$ cat config.mk
export PLATFORM = sky130hd
export DESIGN_NAME = mrpt_datapath
export DESIGN_NICKNAME = d
export VERILOG_FILES = /design/src/rtl/core/mrpt_pkg.sv /design/src/rtl/core/mrpt_datapath.sv
export SDC_FILE = /design/constraint.sdc
export NUM_CORES = 1
export LEC_CHECK = 0
export BUFFER_PORTS_ARGS = -buffer_cell sky130_fd_sc_hd__buf_2
export CAP_MARGIN = 25
export CORE_MARGIN = 2
export CORE_UTILIZATION = 43
export DETAILED_ROUTE_END_ITERATION = 8
export RECOVER_POWER = 25
export SLEW_MARGIN = 20
export SYNTH_ARGS = -nofsm -noshare
export SYNTH_HDL_FRONTEND = slang
export SYNTH_SLANG_ARGS = --single-unit
$ cat constraint.sdc
create_clock -name clk_i -period 14.15 [get_ports clk_i]
set_input_delay 0.7075 -clock clk_i [delete_from_list [all_inputs] [get_ports clk_i]]
set_output_delay 0.7075 -clock clk_i [all_outputs]
set_load 0.1 [all_outputs]
$ cat src/rtl/core/mrpt_pkg.sv
// Package for the Miller-Rabin block: transaction payload types and commands.
// No dependencies.
package mrpt_pkg;
  localparam int unsigned FieldW = 32;

  typedef struct packed {
    logic [FieldW-1:0] candidate;
    logic [FieldW-1:0] witness;
    logic              last_round;
  } mrpt_in_t;

  typedef struct packed {
    logic composite;
    logic run_end;
  } mrpt_out_t;

  typedef enum logic [2:0] {
    CmdNone,
    CmdLoad,
    CmdReduce,
    CmdPowMul,
    CmdPowSqr,
    CmdSqr
  } mrpt_cmd_e;

  typedef struct packed {
    logic mul_busy;
    logic small_comp;
    logic is_two;
    logic red_done;
    logic a_zero;
    logic exp_zero;
    logic exp_bit;
    logic x_one;
    logic x_nm1;
    logic s_done;
  } mrpt_status_t;
endpackage

$ cat src/rtl/core/mrpt_datapath.sv
// Datapath of the Miller-Rabin block: operand registers and a shift-add modular
// multiplier that handles one multiplier bit per cycle. Depends on mrpt_pkg.
module mrpt_datapath import mrpt_pkg::*; #(
  parameter int unsigned NumWidth = 32
) (
  input  logic             clk_i,
  input  logic             rst_ni,
  input  mrpt_cmd_e        cmd_i,
  input  mrpt_in_t         item_i,
  output mrpt_status_t     status_o
);
  localparam int unsigned CntW = $clog2(NumWidth + 1);

  logic [NumWidth-1:0] n_q, n_d, a_q, a_d, x_q, x_d, e_q, e_d, nm1;
  logic [CntW-1:0]     s_q, s_d;
  logic [NumWidth-1:0] mx_q, mx_d, my_q, my_d, acc_q, acc_d;
  logic [CntW-1:0]     mcnt_q, mcnt_d;
  logic                mbusy_q, mbusy_d, mdst_q, mdst_d;
  logic [NumWidth:0]   dbl, sum;
  logic [NumWidth-1:0] dbl_r, sum_r, nm1_t;
  logic [NumWidth-1:0] cand, wit;
  logic [NumWidth-1:0] wsh_q, wsh_d, rem_r;
  logic [NumWidth:0]   rem_t;
  logic [CntW-1:0]     rcnt_q, rcnt_d;

  assign cand  = NumWidth'(item_i.candidate);
  assign wit   = NumWidth'(item_i.witness);
  assign nm1   = n_q - NumWidth'(1);
  assign dbl   = {1'b0, acc_q} + {1'b0, acc_q};
  assign dbl_r = (dbl >= {1'b0, n_q}) ? NumWidth'(dbl - {1'b0, n_q}) : dbl[NumWidth-1:0];
  assign sum   = {1'b0, dbl_r} + {1'b0, mx_q};
  assign sum_r = (sum >= {1'b0, n_q}) ? NumWidth'(sum - {1'b0, n_q}) : sum[NumWidth-1:0];
  assign nm1_t = cand - NumWidth'(1);
  assign rem_t = {a_q, wsh_q[NumWidth-1]};
  assign rem_r = (rem_t >= {1'b0, n_q}) ? NumWidth'(rem_t - {1'b0, n_q}) :
                 rem_t[NumWidth-1:0];

  always_comb begin
    n_d = n_q; a_d = a_q; x_d = x_q; e_d = e_q; s_d = s_q;
    mx_d = mx_q; my_d = my_q; acc_d = acc_q; mcnt_d = mcnt_q;
    mbusy_d = mbusy_q; mdst_d = mdst_q;
    wsh_d = wsh_q; rcnt_d = rcnt_q;
    if (mbusy_q) begin
      acc_d  = my_q[NumWidth-1] ? sum_r : dbl_r;
      my_d   = my_q << 1;
      mcnt_d = mcnt_q - CntW'(1);
      if (mcnt_q == CntW'(1)) begin
        mbusy_d = 1'b0;
        if (mdst_q) a_d = acc_d;
        else        x_d = acc_d;
      end
    end else begin
      unique case (cmd_i)
        CmdLoad: begin
          n_d = cand; a_d = '0; x_d = NumWidth'(1);
          e_d = nm1_t; s_d = '0;
          wsh_d = wit; rcnt_d = CntW'(NumWidth);
        end
        CmdReduce: begin
          if (e_q[0] == 1'b0 && e_q != '0) begin
            e_d = e_q >> 1; s_d = s_q + CntW'(1);
          end
          if (rcnt_q != '0) begin
            a_d = rem_r; wsh_d = wsh_q << 1; rcnt_d = rcnt_q - CntW'(1);
          end
        end
        CmdPowMul: begin
          mx_d = x_q; my_d = a_q; acc_d = '0; mcnt_d = CntW'(NumWidth);
          mbusy_d = 1'b1; mdst_d = 1'b0;
        end
        CmdPowSqr: begin
          mx_d = a_q; my_d = a_q; acc_d = '0; mcnt_d = CntW'(NumWidth);
          mbusy_d = 1'b1; mdst_d = 1'b1; e_d = e_q >> 1;
        end
        CmdSqr: begin
          mx_d = x_q; my_d = x_q; acc_d = '0; mcnt_d = CntW'(NumWidth);
          mbusy_d = 1'b1; mdst_d = 1'b0; s_d = s_q - CntW'(1);
        end
        default: begin
        end
      endcase
    end
  end

  always_ff @(posedge clk_i or negedge rst_ni) begin
    if (!rst_ni) begin
      mbusy_q <= 1'b0;
      mcnt_q  <= '0;
    end else begin
      mbusy_q <= mbusy_d;
      mcnt_q  <= mcnt_d;
    end
  end

  always_ff @(posedge clk_i) begin
    n_q <= n_d; a_q <= a_d; x_q <= x_d; e_q <= e_d; s_q <= s_d;
    mx_q <= mx_d; my_q <= my_d; acc_q <= acc_d; mdst_q <= mdst_d;
    wsh_q <= wsh_d; rcnt_q <= rcnt_d;
  end

  assign status_o.mul_busy   = mbusy_q;
  assign status_o.small_comp = (n_q < NumWidth'(2)) || (n_q[0] == 1'b0 && n_q != NumWidth'(2));
  assign status_o.is_two     = (n_q == NumWidth'(2));
  assign status_o.red_done   = e_q[0] && (rcnt_q == '0);
  assign status_o.a_zero     = (a_q == '0);
  assign status_o.exp_zero   = (e_q == '0);
  assign status_o.exp_bit    = e_q[0];
  assign status_o.x_one      = (x_q == NumWidth'(1));
  assign status_o.x_nm1      = (x_q == nm1);
  assign status_o.s_done     = (s_q <= CntW'(1));
endmodule

# --- Yosys cells after proc, flatten, opt, wreduce, memory -nomap -nowiden ---
# Index checks and enable logic that the tools add are counted.
totals:
  regBits: 276
  in_bits: 70
  out_inout_bits: 10
op_classes:
  addsub: 11
  n_lt_le_gt_ge: 5
  eq_ne: 16
  mux: 32
  bitwise_logic: 3
  n_reduce_logical: 28
ops:
  columns: ["cell", "count"]
  rows:
  - ["2-to-1 mux 32 bit", 17]
  - ["one-hot mux 32 bit (2 select lines)", 4]
  - [">= comparator 33 x 32 -> 1 bit", 3]
  - ["one-hot mux 32 bit (3 select lines)", 1]
  - ["subtractor 32 bit", 3]
  - ["adder 32 x 32 -> 33 bit", 2]
  - ["logical NOT 32 bit", 2]
  - ["subtractor 32 x 1 -> 32 bit (second input constant)", 2]
  - ["== test 32 x 1 -> 1 bit (second input constant)", 1]
  - ["== test 32 x 2 -> 1 bit (second input constant)", 1]
  - ["== test 32 bit", 1]
  - ["less-than comparator 32 x 2 -> 1 bit (second input constant)", 1]
  - ["inequality test 32 x 2 -> 1 bit (second input constant)", 1]
  - ["nonzero test 32 bit", 1]
  - ["2-to-1 mux 6 bit", 4]
  - ["one-hot mux 6 bit (3 select lines)", 1]
  - ["subtractor 6 x 1 -> 6 bit (second input constant)", 3]
  - ["one-hot mux 6 bit (2 select lines)", 1]
  - ["AND reduction 3 bit", 4]
  - ["nonzero test 3 bit", 4]
  - ["nonzero test 2 bit", 5]
  - ["adder 6 x 1 -> 6 bit (second input constant)", 1]
  - ["== test 3 x 2 -> 1 bit (second input constant)", 2]
  - ["== test 3 bit (second input constant)", 2]
  - ["other kinds (17)", 28]

# --- Depth between registers and ports, before layout ---
logic_depth:
  depth_word: 10
  depth_mapped: 37
  ltp_nobuf: 31

# --- Worst setup path after synthesis ---
# OpenSTA, ideal clock, no wires.
synth_timing:
  kind: "register to register"
  startpoint: "register n_q[12]"
  endpoint: "register a_q[17] (data pin)"
  arrival_ns: 7.077
  slack_ns: 6.816
  path_stages_with_launch: 36
  n_path_buf: 7
  period_less_slack_ns: 7.334
  cell_sequence: "edfxtp_1 -> inv_1 -> ha_1 -> buf_4 -> a21oi_2 -> o221a_2 -> o31ai_1 -> nor4_2 -> nor3_1 -> a221o_1 -> buf_6 -> buf_4 -> buf_2 -> and2_1 -> ha_1 -> inv_1 -> fa_1 -> nand2b_1 -> a21oi_1 -> o41a_1 -> a41o_1 -> a21o_1 -> a21oi_1 -> xnor2_1 -> ha_1 -> clkbuf_1 -> nand2_1 -> or3_1 -> o31ai_1 -> a21oi_1 -> and2_1 -> buf_4 -> buf_4 -> nand2_1 -> o211ai_1 -> a32o_1"
synth_via:
  elab_chain_len: 9
synth_lines:
  columns: ["item", "line_no", "rtl"]
  rows:
  - ["from (decl)", "mrpt_datapath.sv:14", "logic [NumWidth-1:0] n_q, n_d, a_q, a_d, x_q, x_d, e_q, e_d, nm1;"]
  - ["from (signal assigned)", "mrpt_datapath.sv:96", "n_q <= n_d; a_q <= a_d; x_q <= x_d; e_q <= e_d; s_q <= s_d;"]
  - ["subtractor 32 bit / >= comparator 33 x 32 -> 1 bit (equally long branches)", "mrpt_datapath.sv:30", "assign dbl_r = (dbl >= {1'b0, n_q}) ? NumWidth'(dbl - {1'b0, n_q}) : dbl[NumWidth-1:0];"]
  - ["2-to-1 mux 32 bit", "mrpt_datapath.sv:30", null]
  - ["adder 32 x 32 -> 33 bit", "mrpt_datapath.sv:31", "assign sum = {1'b0, dbl_r} + {1'b0, mx_q};"]
  - ["subtractor 32 bit / >= comparator 33 x 32 -> 1 bit (equally long branches)", "mrpt_datapath.sv:32", "assign sum_r = (sum >= {1'b0, n_q}) ? NumWidth'(sum - {1'b0, n_q}) : sum[NumWidth-1:0];"]
  - ["2-to-1 mux 32 bit", "mrpt_datapath.sv:32", null]
  - ["2-to-1 mux 32 bit", "mrpt_datapath.sv:44", "acc_d = my_q[NumWidth-1] ? sum_r : dbl_r;"]
  - ["2-to-1 mux 32 bit", "mrpt_datapath.sv:49", "if (mdst_q) a_d = acc_d;"]
  - ["2-to-1 mux 32 bit", "mrpt_datapath.sv:47", "if (mcnt_q == CntW'(1)) begin"]
  - ["2-to-1 mux 32 bit (*)", "mrpt_datapath.sv:43", "if (mbusy_q) begin"]
  - ["named net a_d[17]", "mrpt_datapath.sv:14", null]
  - ["to (signal assigned)", "mrpt_datapath.sv:96", null]
  - ["to (decl)", "mrpt_datapath.sv:14", null]
# The timed path passes the listed nets; every way through them passes the cells marked *. The select of a mux whose other input is x is not followed.
# A chain may end at the register's enable or synchronous reset.

# --- Worst setup path in the final report ---
layout_timing:
  startpoint: "register n_q[1]"
  endpoint: "register a_q[9] (data pin)"
# The elaborated chain is that of the path after synthesis.

==> results.toml <==
[sta]
setup_viol = 0
fin_skew_ps = 27.8
slew_headroom_pct = -73.5
finalCriticalPeriod_ps = 9660
maxSlewViolCount = 268
max_freq_ghz = 0.104
rsz0062_at_grt = "false"
tightest_slew_ps = 2600
period_share_pct = 68.3
fin_setup_tns_ps = 0
hold_viol = 0

[cells_and_area]
final_cell_mix = "304 x nand2_1, 268 x edfxtp_1, 164 x o21ai_0, 161 x a21oi_1, 137 x ha_1"
final_nets = 2486
fill_cells = 4490
final_common_cell = "nand2_1"
seq_area_sq_um = 8240
drive_above_1_share_pct = 8.07
multi_input_area_sq_um = 12000
areaGrowthSynthToFinish_pct = 8.37

[yosys]
ys.flop_type = "edfxtp_1"
syn-num-nets = 2453
syn_inst = 2242
synth_cell_type_count = 89
yosysSeqAreaShare_pct = 39.3
synth.avg_cell_area_sq_um = 9.35
synth-seq-cells = 276
yosysWarnings = 0
ys_async_sr_fraction_pct = 2.54
synth_edf_count = 268
syn_area_sq_um = 21000

[setup_path]
r2r-start = "n_q[1]"
crit_type = "reg -> reg"
r2r-end = "a_q[9]"
worst_ep_required_time_ps = 14550
start_kind = "register"
end_kind = "register"
slowest_delay_ps = 720
reg2reg_slack_ps = 4490
critPathSlowestCell = "o32ai_1"
crit_fanout = 47
arrival_ps = 10060
ff2ff_path_depth = 30

[floorplanning]
io_pins = 80
die_h_um = 225
start_util_pct = 43.7
rows = 80
dieWidth_um = 225
die_area_sq_um = 50500
coreArea_sq_um = 47900

[drt]
drtIter0Drc = 1757
drt_pass1_iterations = 5
drtAntennaViolNets = 0
drt_wl_total_mm = 62.8
vias_per_cell = 5.98
dr_total_vias = 17400
wl_per_cell_um = 21.6
drc = 0

[clock_tree]
h-tree-depth = 1
cts_tree = "yes"
cts-root-buf = "clkbuf_16"
postCtsSetupBuffers = 0
cts_buffers = 27
cts.clk_slew.worst_paths_ps = 70
clock_path_buffers = 3
clk_latency_ps = 560
clock-sinks = 276

[outcome]
failed_checks = "capacitance limit, slew limit"
status = "finished with violations"

[placed_design]
place.gp.congestion = 0.969
dp_hpwl_mm = 49.1
portBuffers = 78

[min_path]
min_path_cells = 1
min_to = "n_q[16]"
min_path_type = "in -> reg"
worstHoldStart = "item_i[49]"

[job]
max-cap-violations = 7

[global_route]
grt_pass1_wl_mm = 95.3
grt_max_degree = 64
antenna_found_initial = 0
overflow = 0
grt_util_all_layers_pct = 24.4
grt_pass1_vias = 16300
-- Yosys cell counts, drive strengths merged (23+ instances only) --
cell | n | share of area, %
nand2 | 304 | 5.4
edfxtp | 268 | 38
o21ai | 170 | 4.1
a21oi | 162 | 3.9
ha | 137 | 8.2
nor2 | 135 | 2.4
xnor2 | 120 | 5.0
inv | 85 | 1.5
clkbuf | 68 | 1.2
xor2 | 65 | 2.7
a21o | 53 | 1.9
nor3 | 51 | 1.2
mux2 | 47 | 2.5
mux2i | 44 | 2.1
nor4 | 44 | 1.5
nand4 | 37 | 1.2
nand3 | 36 | 0.86
and3 | 32 | 0.98
o211ai | 27 | 0.97
and2 | 25 | 0.75
buf | 25 | 0.66
a211oi | 23 | 0.82
-- routing by layer --
| layer | vias to the layer above | wire [um] | GRT usage, % |
|---|---|---|---|
| li1 | 8433 | - | - |
| met1 | 8270 | 29900 | 36.5 |
| met2 | 615 | 26800 | 37.1 |
| met3 | 83 | 4280 | 2.73 |
| met4 | 0 | 1760 | 7.16 |
| met5 | - | 0 | 0 |
-- what timing repair did --
item / in CTS / in global routing
hold buffers: 1 / 0
hold endpoints to repair: 7 / 0
gates resized for setup: 0 / 0
-- state kept, by name, summed over array words and instances (netlist names) --
register and count:
s_q 6, mdst_q 1, mcnt_q 6, a_q 32
mx_q 32, my_q 32, x_q 32, wsh_q 32
rcnt_q 6, mbusy_q 1, acc_q 32, e_q 32
n_q 32
-- cell families (layout without fill, tap and decap cells) --
group | Yosys count | in the layout | share of synthesized area (%)
simple gates | 759 | 759 | 17.6
compound gates | 612 | 612 | 18.8
flops | 276 | 276 | 39.3
xor+xnor | 185 | 185 | 7.77
buf+inv | 178 | 228 | 3.40
fa+ha+maj | 141 | 141 | 8.56
mux | 91 | 91 | 4.63
other cells | 0 | 1 | 0
-- worst max-delay path: cells and delay by family (launching register included) --
kind / cells / cell delay (ps)
XOR/XNOR: 1 / 110
buffers and inverters: 3 / 920
flip-flops: 1 / 480
AND/OR/NAND/NOR: 7 / 2300
adder cells (fa/ha/maj): 3 / 1000
AO/OA/AOI/OAI: 15 / 4220
multiplexers: 1 / 380
-- final cells by class --
class / count / area share, %
Multi-Input combinational cell: 1788 / 53.0
Sequential cell: 276 / 36.3
Tap cell: 615 / 3.39
Clock buffer: 31 / 3.04
Timing Repair Buffer: 97 / 2.10
Inverter: 85 / 1.40
Clock inverter: 15 / 0.804
Antenna cell: 1 / 0.0110
-- how the worst max path moves through the flow --
stage | from | endpoint | cells past startpoint
after global routing | n_q[1] | a_q[25] | 33
after floorplan | n_q[12] | a_q[17] | 35
after detailed placement | n_q[1] | x_q[18] | 29
after CTS | n_q[1] | x_q[18] | 30
after global placement | n_q[1] | x_q[18] | 29
final | n_q[1] | a_q[9] | 30
-- metrics by stage --
stage / setup slack [ps] / instance area, sq um / hold WS, ps / utilization (%) / cells
after floorplan: 6820 / 21000 / 412 / - / 2242
after CTS: 4630 / 22800 / 359 / 47.6 / 2907
final: 4490 / 22700 / 425 / 47.4 / 2908
after detailed placement: 4700 / 21900 / 471 / 45.7 / 2860
after global routing: 4130 / 22700 / 414 / 47.4 / 2907
after global placement: 4740 / 21900 / 456 / 45.6 / 2858
Power is left out: the tool's default activity adds up to more than one toggle a clock period on the data nets, which glitch-free logic cannot reach.
